<file path="config.mk">
export PLATFORM = sky130hd
export DESIGN_NAME = fpt_cfg_regs
export DESIGN_NICKNAME = d
export VERILOG_FILES = /design/src/hw/rtl/fpt_pkg.sv /design/src/hw/rtl/fpt_cfg_regs.sv
export SDC_FILE = /design/constraint.sdc
export NUM_CORES = 1
export LEC_CHECK = 0
export ABC_CLOCK_PERIOD_IN_PS = 1100
export BUFFER_PORTS_ARGS = -buffer_cell sky130_fd_sc_hd__buf_2
export CAP_MARGIN = 10
export CORE_AREA = 4 4 244 246
export CTS_CLUSTER_SIZE = 14
export DETAILED_ROUTE_END_ITERATION = 7
export DIE_AREA = 0 0 248 250
export PLACE_DENSITY = 0.56
export SYNTH_ARGS = -nofsm -noshare
export SYNTH_HDL_FRONTEND = slang
export SYNTH_SLANG_ARGS = --single-unit
</file>
<file path="constraint.sdc">
create_clock -name clk -period 1.1 [get_ports clk]
set_clock_uncertainty 0.15 [all_clocks]
set_input_delay 0.11 -clock clk [delete_from_list [all_inputs] [get_ports clk]]
set_output_delay 0.11 -clock clk [all_outputs]
set_load 0.02 [all_outputs]
</file>
<file path="src/hw/rtl/fpt_pkg.sv">
// Shared constants, register indexes and types for the frame pacing timer.
// Used by every module under hw/rtl; depends on nothing.
package fpt_pkg;

    localparam int TS_W       = 63;
    localparam int CFG_W      = 32;
    localparam int CFG_IDX_W  = 2;
    localparam int DELTA_W    = 32;
    localparam int OVER_LIMIT = 8;
    localparam int CLAMP_W    = CFG_W + $clog2(OVER_LIMIT);
    localparam int ACC_W      = 36;
    localparam int ACC_SUM_W  = ACC_W + 1;
    localparam int COUNT_W    = 4;

    localparam int HISTORY_DEPTH_DEF  = 4;
    localparam int SNAP_MULTIPLES_DEF = 8;

    localparam logic [CFG_IDX_W-1:0] CFG_FRAME_PERIOD   = 2'd0;
    localparam logic [CFG_IDX_W-1:0] CFG_SNAP_TOLERANCE = 2'd1;
    localparam logic [CFG_IDX_W-1:0] CFG_SNAP_PERIOD    = 2'd2;

    localparam logic [CFG_W-1:0] FRAME_PERIOD_RST   = 32'd16666;
    localparam logic [CFG_W-1:0] SNAP_TOLERANCE_RST = 32'd200;
    localparam logic [CFG_W-1:0] SNAP_PERIOD_RST    = 32'd16666;

    // Load strobes, one per pipeline stage: a valid beat moves into that stage.
    typedef struct packed {
        logic delta;
        logic snap;
        logic mul;
        logic div;
        logic hist;
        logic result;
    } stage_load_t;

    // Width of the largest snap multiple, SNAP_MULTIPLES times a 32-bit period.
    function automatic int snap_mult_w(input int multiples);
        return CFG_W + $clog2(multiples + 1);
    endfunction

endpackage

</file>
<file path="src/hw/rtl/fpt_cfg_regs.sv">
// Configuration registers of the frame pacing timer, kept as tables of multiples.
// Depends on fpt_pkg.
module fpt_cfg_regs #(
    parameter int SNAP_MULTIPLES = fpt_pkg::SNAP_MULTIPLES_DEF
) (
    input  logic                                          clk,
    input  logic                                          rst_n,
    input  logic                                          cfg_we,
    input  logic [fpt_pkg::CFG_IDX_W-1:0]                 cfg_index,
    input  logic [fpt_pkg::CFG_W-1:0]                     cfg_data,
    output logic [fpt_pkg::CLAMP_W-1:0]                   fp_mult [fpt_pkg::OVER_LIMIT],
    output logic [fpt_pkg::CFG_W-1:0]                     snap_tol,
    output logic [fpt_pkg::snap_mult_w(SNAP_MULTIPLES)-1:0] snap_mult [SNAP_MULTIPLES]
);

    localparam int MULT_W = fpt_pkg::snap_mult_w(SNAP_MULTIPLES);

    // Entry j holds (j+1) times the written period, so later stages only compare.
    logic [fpt_pkg::CLAMP_W-1:0] fp_mult_reg   [fpt_pkg::OVER_LIMIT];
    logic [fpt_pkg::CLAMP_W-1:0] fp_mult_next  [fpt_pkg::OVER_LIMIT];
    logic [MULT_W-1:0]           snap_mult_reg [SNAP_MULTIPLES];
    logic [MULT_W-1:0]           snap_mult_next[SNAP_MULTIPLES];
    logic [fpt_pkg::CFG_W-1:0]   snap_tol_reg;
    logic [fpt_pkg::CFG_W-1:0]   snap_tol_next;

    always_comb
    begin
        fp_mult_next   = fp_mult_reg;
        snap_mult_next = snap_mult_reg;
        snap_tol_next  = snap_tol_reg;
        if (cfg_we)
        begin
            unique case (cfg_index)
                fpt_pkg::CFG_FRAME_PERIOD:
                begin
                    for (int j = 0; j < fpt_pkg::OVER_LIMIT; j++)
                    begin
                        fp_mult_next[j] = fpt_pkg::CLAMP_W'(cfg_data)
                                          * fpt_pkg::CLAMP_W'(j + 1);
                    end
                end
                fpt_pkg::CFG_SNAP_TOLERANCE:
                begin
                    snap_tol_next = cfg_data;
                end
                fpt_pkg::CFG_SNAP_PERIOD:
                begin
                    for (int j = 0; j < SNAP_MULTIPLES; j++)
                    begin
                        snap_mult_next[j] = MULT_W'(cfg_data) * MULT_W'(j + 1);
                    end
                end
                default:
                begin
                end
            endcase
        end
    end

    always_ff @(posedge clk or negedge rst_n)
    begin
        if (!rst_n)
        begin
            for (int j = 0; j < fpt_pkg::OVER_LIMIT; j++)
            begin
                fp_mult_reg[j] <= fpt_pkg::CLAMP_W'(fpt_pkg::FRAME_PERIOD_RST)
                                  * fpt_pkg::CLAMP_W'(j + 1);
            end
            for (int j = 0; j < SNAP_MULTIPLES; j++)
            begin
                snap_mult_reg[j] <= MULT_W'(fpt_pkg::SNAP_PERIOD_RST) * MULT_W'(j + 1);
            end
            snap_tol_reg <= fpt_pkg::SNAP_TOLERANCE_RST;
        end
        else
        begin
            fp_mult_reg   <= fp_mult_next;
            snap_mult_reg <= snap_mult_next;
            snap_tol_reg  <= snap_tol_next;
        end
    end

    assign fp_mult   = fp_mult_reg;
    assign snap_mult = snap_mult_reg;
    assign snap_tol  = snap_tol_reg;

endmodule

</file>
==> results.cfg <==
[status]
status = finished with violations
violations = negative hold slack, negative setup slack

[cts]
clk_pin_slew_ns = 0.07
cts_buffer_depth = 3
numCtsBuffers = 35
htreeDepth = 2
cts.sink_count = 294
cts_tree = built
clk_latency_ns = 0.53
cts-root-buf = clkbuf_16

[critical_path]
worstPathArrival_ns = 3.07
worstPathRequired_ns = 1.38
slowest_stage = fa_2
path_max_fanout = 3
critPathLaunchType = input port
cpMostUsedCell = fa_2
crit_chain = buf_12, fa_2, ha_4, inv_2, fa_2, nor2b_2, o31a_2, o311ai_4, o221a_4, or4_4, a31oi_4, o31ai_4, mux2i_1, o211ai_1
slowest_delay_ns = 0.58
path_class = input port to flip-flop
end_kind = flip-flop
worst-path-buf-inv = 2
crit_family = adder cells

[timing]
rsz0062_at_grt = yes
timing.hold.ws_ns = -0.0679
finalCritPeriodShare_pct = 254
final-max-slew-violation-count = 0
hold_violations = 10
setup_viol_count_final = 767
fmax_mhz = 357
min_period_ns = 2.80
timing.final.ws_setup_ns = -1.70
finalSetupTns_ns = -378.64

[place]
dp.cells = 3424
routabilityCongestion = 0.912
dpl.hpwl_um = 54600
port_buffers = 600
place_area_sq_um = 24300

[die]
num_rows = 88
die_x_um = 248
fp.dieH_um = 250
io_pins = 637
core_area_sq_um = 57400
initial_core_util_pct = 32.6
die_area_sq_um = 62000

[cells_and_area]
finalNonFillerCells = 3576
final_util_pct = 49.2
nets = 2982
drive_gt1_share_pct = 52.3
area_growth_pct = 50.9
final_area_sq_um = 28200
diodes = 0

[route]
vias_per_cell = 4.69
ant_nets = 0
drc = 0
totalWireLength_um = 70200
wl_per_cell_um = 19.6
drtPass1Iterations = 4
drt-initial-drc-count = 712
vias = 16800

[synthesis]
synth_top_area_share_pct = 31.4
synth-edff-count = 0
syn_inst = 2014
synth_flop_cell = dfrtp_1
ys_ff_latch = 294
synth_top_cell_by_area = dfrtp_1
avgSynthCellArea_sq_um = 9.29
netlist_top_cells_area = dfrtp_1, buf_4, nand2_1, ha_1, dfstp_2
ys_warn_count = 0
ys_types = 82
synthTopCellsByCount = nand2_1, buf_4, dfrtp_1
ys_async_sr_fraction_pct = 100
synth.yosys.seq_area_share_pct = 39.7
netlist_area_sq_um = 18700
synthMostInstantiatedCell = nand2_1

[global_route]
grt_first_pass_wirelength_um = 104000
grt_max_degree = 60
grt-ovfl-total = 0
antenna_found_initial = 2
grt_pass1_vias = 17200
grt_usage_pct = 21.8

[worst_hold_path]
hold_class = input port to async pin

[power]
power_density_nw_per_um2 = 1910
leakagePower_nw = 14.2
irDropWorstVdd_v = 0.00134

[run]
drv_cap = 0
worst reg2reg max path, delay by kind of cell (launching register included):
kind           cells  cell delay [ns]
flip-flops         1             0.40
AO/OA/AOI/OAI      2             0.29
cells in the final DEF, fill, tap and decap left out, drive strengths merged, types with 25 or more instances in the layout:
cell,instances
dlygate4sd3,35
clkbuf,55
buf,1050
conb,36
fa,34
mux2,28
xor2,44
a21oi,86
dfstp,59
o21ai,232
inv,25
nor2,40
dfrtp,235
nand2,440
a21o,43
xnor2,41
ha,125
cells by family after synthesis:
group                    synth area share, %
other                                 0.0200
AND/OR/NAND/NOR                         13.2
buffers and inverters                   14.8
adder cells (fa/ha/maj)                 12.0
AO/OA/AOI/OAI                           14.4
flip-flops                              39.7
multiplexers                            1.85
XOR/XNOR                                3.98
through the flow:
step | setup WS, ns | total power, mW
2_1_floorplan | -2.04 | 31.0
3_3_place_gp | -2.52 | 38.7
3_5_place_dp | -2.52 | 39.0
4_1_cts | -1.63 | 53.5
5_1_grt | -1.82 | 57.0
6_report | -1.70 | 53.9
metal layers:
metal	wire length (um)	global-route usage, %	vias up	part of all wire (%)
met3	3700	3.96	121	5.3
met4	3020	7.96	0	4.3
met1	29800	28.0	8146	42
li1	-	-	8049	-
met2	33700	36.8	456	48
met5	0	0	-	0
path summary, 6_finish.rpt:
kind | from | endpoint | slack (ns) | cells after the start
min in group clk | cfg_data[1] | fp_mult[37]$_DFFE_PN1P_ | 0 | 5
hold / removal | rst_n | fp_mult[64]$_DFFE_PN0P_ | -0.07 | 3
hold reg to reg | snap_mult[124]$_DFFE_PN1P_ | snap_mult[124]$_DFFE_PN1P_ | 0.31 | 2
setup reg to reg | snap_mult[68]$_DFFE_PN0P_ | snap_mult[68]$_DFFE_PN0P_ | 0.14 | 2
setup / recovery | cfg_data[1] | fp_mult[67]$_DFFE_PN0P_ | -1.70 | 14
max in group asynchronous | rst_n | fp_mult[24]$_DFFE_PN0P_ | 0 | 4
power breakdown:
part / internal, mW / switching, mW
clock network: 7.33 / 4.78
registers: 13.9 / 2.09
logic: 10.4 / 15.4
total: 31.6 / 22.3
cell type report:
cell class                      count  area, sq um
Timing Repair Buffer             1089         7610
Sequential cell                   294         7430
Inverter                           23         86.3
Multi-Input combinational cell   1343        11000
Clock buffer                       51         1010
Clock inverter                     11          170
Tap cell                          765          957
Fill cell                        5342        29100
repair_timing:
action                                  CTS  global route
gates resized for setup                 277           141
endpoints found under the setup margin  754           765
setup buffers                            54            27
hold buffers                             32             3
endpoints found under the hold margin   371            14
pin swaps                               128            95
Note: power is estimated with default switching activity, not from simulation.
