<file path="src/hw/rtl/fpt_pkg.sv">
// Shared constants, register indexes and types for the frame pacing timer.
// Used by every module under hw/rtl; depends on nothing.
package fpt_pkg;

    localparam int TS_W       = 63;
    localparam int CFG_W      = 32;
    localparam int CFG_IDX_W  = 2;
    localparam int DELTA_W    = 32;
    localparam int OVER_LIMIT = 8;
    localparam int CLAMP_W    = CFG_W + $clog2(OVER_LIMIT);
    localparam int ACC_W      = 36;
    localparam int ACC_SUM_W  = ACC_W + 1;
    localparam int COUNT_W    = 4;

    localparam int HISTORY_DEPTH_DEF  = 4;
    localparam int SNAP_MULTIPLES_DEF = 8;

    localparam logic [CFG_IDX_W-1:0] CFG_FRAME_PERIOD   = 2'd0;
    localparam logic [CFG_IDX_W-1:0] CFG_SNAP_TOLERANCE = 2'd1;
    localparam logic [CFG_IDX_W-1:0] CFG_SNAP_PERIOD    = 2'd2;

    localparam logic [CFG_W-1:0] FRAME_PERIOD_RST   = 32'd16666;
    localparam logic [CFG_W-1:0] SNAP_TOLERANCE_RST = 32'd200;
    localparam logic [CFG_W-1:0] SNAP_PERIOD_RST    = 32'd16666;

    // Load strobes, one per pipeline stage: a valid beat moves into that stage.
    typedef struct packed {
        logic delta;
        logic snap;
        logic mul;
        logic div;
        logic hist;
        logic result;
    } stage_load_t;

    // Width of the largest snap multiple, SNAP_MULTIPLES times a 32-bit period.
    function automatic int snap_mult_w(input int multiples);
        return CFG_W + $clog2(multiples + 1);
    endfunction

endpackage

</file>
<file path="src/hw/rtl/fpt_accum.sv">
// Tick accumulator: adds the average, resyncs on overflow and drains whole
// frame periods into the update count. Depends on fpt_pkg.
module fpt_accum (
    input  logic                        clk,
    input  logic                        rst_n,
    input  fpt_pkg::stage_load_t        load,
    input  logic [fpt_pkg::DELTA_W-1:0] average,
    input  logic [fpt_pkg::CLAMP_W-1:0] fp_mult [fpt_pkg::OVER_LIMIT],
    output logic [fpt_pkg::COUNT_W-1:0] update_count,
    output logic [fpt_pkg::DELTA_W-1:0] smoothed_delta,
    output logic                        resynced
);

    logic [fpt_pkg::ACC_W-1:0]     acc_reg;
    logic [fpt_pkg::ACC_W-1:0]     acc_next;
    logic [fpt_pkg::ACC_SUM_W-1:0] acc_sum;
    logic [fpt_pkg::CLAMP_W-1:0]   acc_kept;
    logic [fpt_pkg::CLAMP_W-1:0]   drain;
    logic                          resync;
    logic [fpt_pkg::COUNT_W-1:0]   count_next;
    logic [fpt_pkg::DELTA_W-1:0]   smooth_next;
    logic [fpt_pkg::COUNT_W-1:0]   count_reg;
    logic [fpt_pkg::DELTA_W-1:0]   smooth_reg;
    logic                          resync_reg;

    // Without a resync the sum is at most eight periods, so it fits the clamp width.
    // The count is the largest multiple of the period not above the kept value.
    always_comb
    begin
        acc_sum  = fpt_pkg::ACC_SUM_W'(acc_reg) + fpt_pkg::ACC_SUM_W'(average);
        resync   = (acc_sum > fpt_pkg::ACC_SUM_W'(fp_mult[fpt_pkg::OVER_LIMIT-1]));
        acc_kept = resync ? '0 : acc_sum[fpt_pkg::CLAMP_W-1:0];
        count_next = '0;
        drain      = '0;
        if (fp_mult[0] != '0)
        begin
            for (int k = 0; k < fpt_pkg::OVER_LIMIT; k++)
            begin
                if (acc_kept >= fp_mult[k])
                begin
                    count_next = fpt_pkg::COUNT_W'(k + 1);
                    drain      = fp_mult[k];
                end
            end
        end
        acc_next    = fpt_pkg::ACC_W'(acc_kept - drain);
        smooth_next = resync ? fp_mult[0][fpt_pkg::DELTA_W-1:0] : average;
    end

    always_ff @(posedge clk or negedge rst_n)
    begin
        if (!rst_n)
        begin
            acc_reg <= '0;
        end
        else if (load.result)
        begin
            acc_reg <= acc_next;
        end
    end

    always_ff @(posedge clk)
    begin
        if (load.result)
        begin
            count_reg  <= count_next;
            smooth_reg <= smooth_next;
            resync_reg <= resync;
        end
    end

    assign update_count   = count_reg;
    assign smoothed_delta = smooth_reg;
    assign resynced       = resync_reg;

endmodule

</file>
<file path="config.mk">
export PLATFORM = sky130hd
export DESIGN_NAME = fpt_accum
export DESIGN_NICKNAME = d
export VERILOG_FILES = /design/src/hw/rtl/fpt_pkg.sv /design/src/hw/rtl/fpt_accum.sv
export SDC_FILE = /design/constraint.sdc
export NUM_CORES = 1
export LEC_CHECK = 0
export BUFFER_PORTS_ARGS = -buffer_cell sky130_fd_sc_hd__buf_2
export CORE_MARGIN = 3
export CORE_UTILIZATION = 50
export CTS_CLUSTER_SIZE = 24
export DETAILED_ROUTE_END_ITERATION = 8
export PLACE_DENSITY = 0.78
export SYNTH_ARGS = -nofsm -noshare
export SYNTH_HDL_FRONTEND = slang
export SYNTH_SLANG_ARGS = --single-unit
export TNS_END_PERCENT = 20
</file>
<file path="constraint.sdc">
create_clock -name clk -period 11.7 [get_ports clk]
set_input_delay 2.925 -clock clk [delete_from_list [all_inputs] [get_ports clk]]
set_output_delay 2.925 -clock clk [all_outputs]
set_load 0.01 [all_outputs]
</file>
==> qor.yml <==
finish:
  largest_register_ffs: 36
  syn_to_final_growth_pct: 54.2
  fillCellCount: 2284
  drive_gt1_share_pct: 41.0
  fin_nets: 3782
  fin_cells: 3543
place:
  post-dp-hpwl_um: 67600
  dp_cells: 3434
  routabilityCongestion: 1.02
  port_buffers: 351
  place_ws_ns: -2.30
timing:
  timing.hold.ws_ns: 0.520
  finalHoldViolCount: 0
  skew_ns: 0.0229
  fmax_mhz: 74.7
  setup_slack_ns: -1.70
  timing.final.crit_share_pct: 114
  tightest_slew_ns: 1.12
  setup_tns_ns: -39.52
  maxSlewViolCount: 0
  setup_viol: 33
  rsz0062_at_grt: "yes"
  relSlewSlack_pct: 25.3
  min_period_ns: 13.40
global_routing:
  grtUsageMet3_pct: 9.61
  track_usage_pct: 45.3
  use_met2_pct: 74.7
  grt_overflow: 0
  antenna_found_initial: 4
  grt_start_max_net_pins: 79
  grt_use_met1_pct: 50.7
  grt_pass1_vias: 22538
  grt_pass1_wl_um: 126000
  top_usage_layer: "met2"
run:
  cap_violations: 0
floorplan:
  dieWidth_um: 189
  initial_utilization_pct: 51.1
  core-area_um2: 32900
  pin_count: 357
  die_h_um: 189
  num_rows: 66
  die_area_um2: 35800
synthesis:
  synthFlopType: "edfxtp_1"
  synth.distinct_cells: 82
  ys_async_sr_fraction_pct: 49.3
  synth-edff-count: 37
  netlist_area_um2: 16800
  synth_area_per_cell_um2: 7.64
  ys_ff_latch: 73
  synth_seq_area_share_pct: 12.0
  syn_nets: 2889
  synth_cells: 2201
  yosys_warnings: 0
worst_hold_path:
  hp-start: "acc_reg[22]$_DFFE_PN0P_"
  min_path_type: "flop to flop"
setup_path:
  end_kind: "flop"
  cpPeakStageDelay_ns: 0.62
  start_kind: "input port"
  cp.required_ns: 11.91
  cp_num_buf_inv: 13
  path_class: "input port to flop"
  timing.rr.start: "acc_reg[1]$_DFFE_PN0P_"
  critPathSlowestCell: "a221oi_1"
  worstPathArrival_ns: 13.60
  path_common_cell: "buf_4"
  crit_family: "compound AO/OA/AOI/OAI gates"
  startpoint: "average[9]"
  cp_max_fo: 9
run_status:
  status: "finished with violations"
  violations: "setup timing"
clocking:
  cts_made_buffers: 9
  cts_hold_buf: 0
  clock-sinks: 73
  cts_root_buf: "clkbuf_16"
  htree_levels: 3
  cts_tree: "built"
  cts_buffer_depth: 2
  clk_latency_ns: 0.39
  cts.clk_slew.worst_paths_ns: 0.07
drt:
  wire_per_inst_um: 25.0
  drc_errors: 0
  drt_iter0_drc: 2934
  num_vias: 22800
  vias_per_cell: 6.44
  firstDrtPassIters: 7
  antenna_left: 0
  wirelength_um: 88600
## Yosys cell counts (all sizes together), types with 6 or more instances
master / n / area (um^2)
o31ai: 14 / 110
edfxtp: 37 / 1110
a21o: 133 / 998
nor2b: 26 / 163
xnor2: 39 / 342
nand2b: 31 / 194
and2: 36 / 225
nand4: 61 / 388
a21oi: 193 / 981
o311ai: 7 / 78.8
nor3: 27 / 135
a41oi: 6 / 60.1
a22oi: 33 / 248
a21boi: 7 / 52.6
dfrtp: 36 / 901
o221ai: 7 / 61.3
o21a: 21 / 158
nand2: 156 / 586
nor4: 17 / 106
maj3: 7 / 72.6
o21ai: 123 / 619
mux2: 18 / 206
xor2: 20 / 175
a211oi: 54 / 405
clkbuf: 72 / 270
and4: 8 / 70.1
nand3: 34 / 175
or3: 7 / 43.8
a31oi: 13 / 96.3
ha: 366 / 4580
inv: 289 / 1080
buf: 6 / 31.3
o211ai: 8 / 60.1
a311oi: 36 / 315
o21bai: 9 / 67.6
a221oi: 38 / 339
and3: 18 / 113
a211o: 33 / 289
nor2: 99 / 372
## through the flow
step / instance area [um^2] / util [%]
after floorplan: 17200 / -
after global placement: 23200 / 70.6
after detailed placement: 23200 / 70.6
after CTS: 24900 / 75.9
after global routing: 25900 / 78.8
final: 25900 / 78.8
## cells in the final DEF (no fill, tap or decap), types with 15 or more instances in the layout
cell and instances:
ha_1 336, a211oi_1 31, nor3_1 19, a21o_1 132, nor2_1 87, nand2_1 150
and2_4 18, edfxtp_1 37, a211oi_2 19, buf_2 346, a211o_1 33, a311oi_2 17
a22oi_1 30, nand4_1 60, inv_1 285, a21oi_1 150, nand3_1 31, buf_4 563
o21ai_1 19, a311oi_1 18, xnor2_1 36, nor2b_1 23, o21ai_0 90, buf_12 27
mux2_2 15, nand2b_1 29, ha_4 22, a21oi_2 40, dfrtp_1 36, and2_1 15
o21a_1 18, a221oi_1 29
## cell type report
type	instances	area [um^2]	area share (%)
well taps	442	553	2.13
multi-input cells	1762	15100	58.3
flip-flops and latches	73	2010	7.76
clock inverters	7	60.1	0.232
diodes	2	5.00	0.0193
repair buffers	958	6870	26.5
clock buffers	9	225	0.869
inverters	290	1100	4.23
## worst paths after layout
kind / endpoint / slack, ns / cells past startpoint
setup / recovery: acc_reg[24]$_DFFE_PN0P_ / -1.70 / 53
hold / removal: acc_reg[22]$_DFFE_PN0P_ / 0.52 / 1
setup reg to reg: acc_reg[24]$_DFFE_PN0P_ / 0.47 / 53
hold reg to reg: acc_reg[22]$_DFFE_PN0P_ / 0.52 / 1
max in group asynchronous: acc_reg[29]$_DFFE_PN0P_ / 8.38 / 1
min in group asynchronous: acc_reg[1]$_DFFE_PN0P_ / 2.69 / 1
## worst register-to-register path: cells and delay by family, from the launching register on
kind	cells	cell delay, ns
AOI/OAI and AO/OA	25	5.35
and+or+nand+nor	12	2.32
buffers and inverters	11	1.63
adders and majority gates	4	1.12
DFF	1	0.46
xor gates and xnor gates	1	0.19
## routing by layer
| metal | part of all wire (%) | up-vias |
|---|---|---|
| li1 | - | 9980 |
| met1 | 34 | 10474 |
| met2 | 44 | 1768 |
| met3 | 11 | 572 |
| met4 | 10 | 6 |
| met5 | 0.041 | - |
## cell families (layout without fill, tap and decap cells)
group	Yosys count	after routing	share of synthesized area, %
adders and majority gates	375	375	27.9
muxes	21	21	1.41
AOI/OAI and AO/OA	769	769	31.3
other	0	2	0
DFF	73	73	12.0
and+or+nand+nor	536	538	16.0
buffers and inverters	368	1264	8.27
xor gates and xnor gates	59	59	3.08
## timing repair
| item | in CTS | in global routing |
|---|---|---|
| setup endpoints to repair | 35 | 35 |
| setup buffers | 51 | 35 |
| gates resized for setup | 194 | 125 |
| pin swaps | 84 | 73 |
| cloned | 6 | 4 |
Power is left out: the tool's default activity adds up to more than one toggle a clock period on the data nets, which glitch-free logic cannot reach.
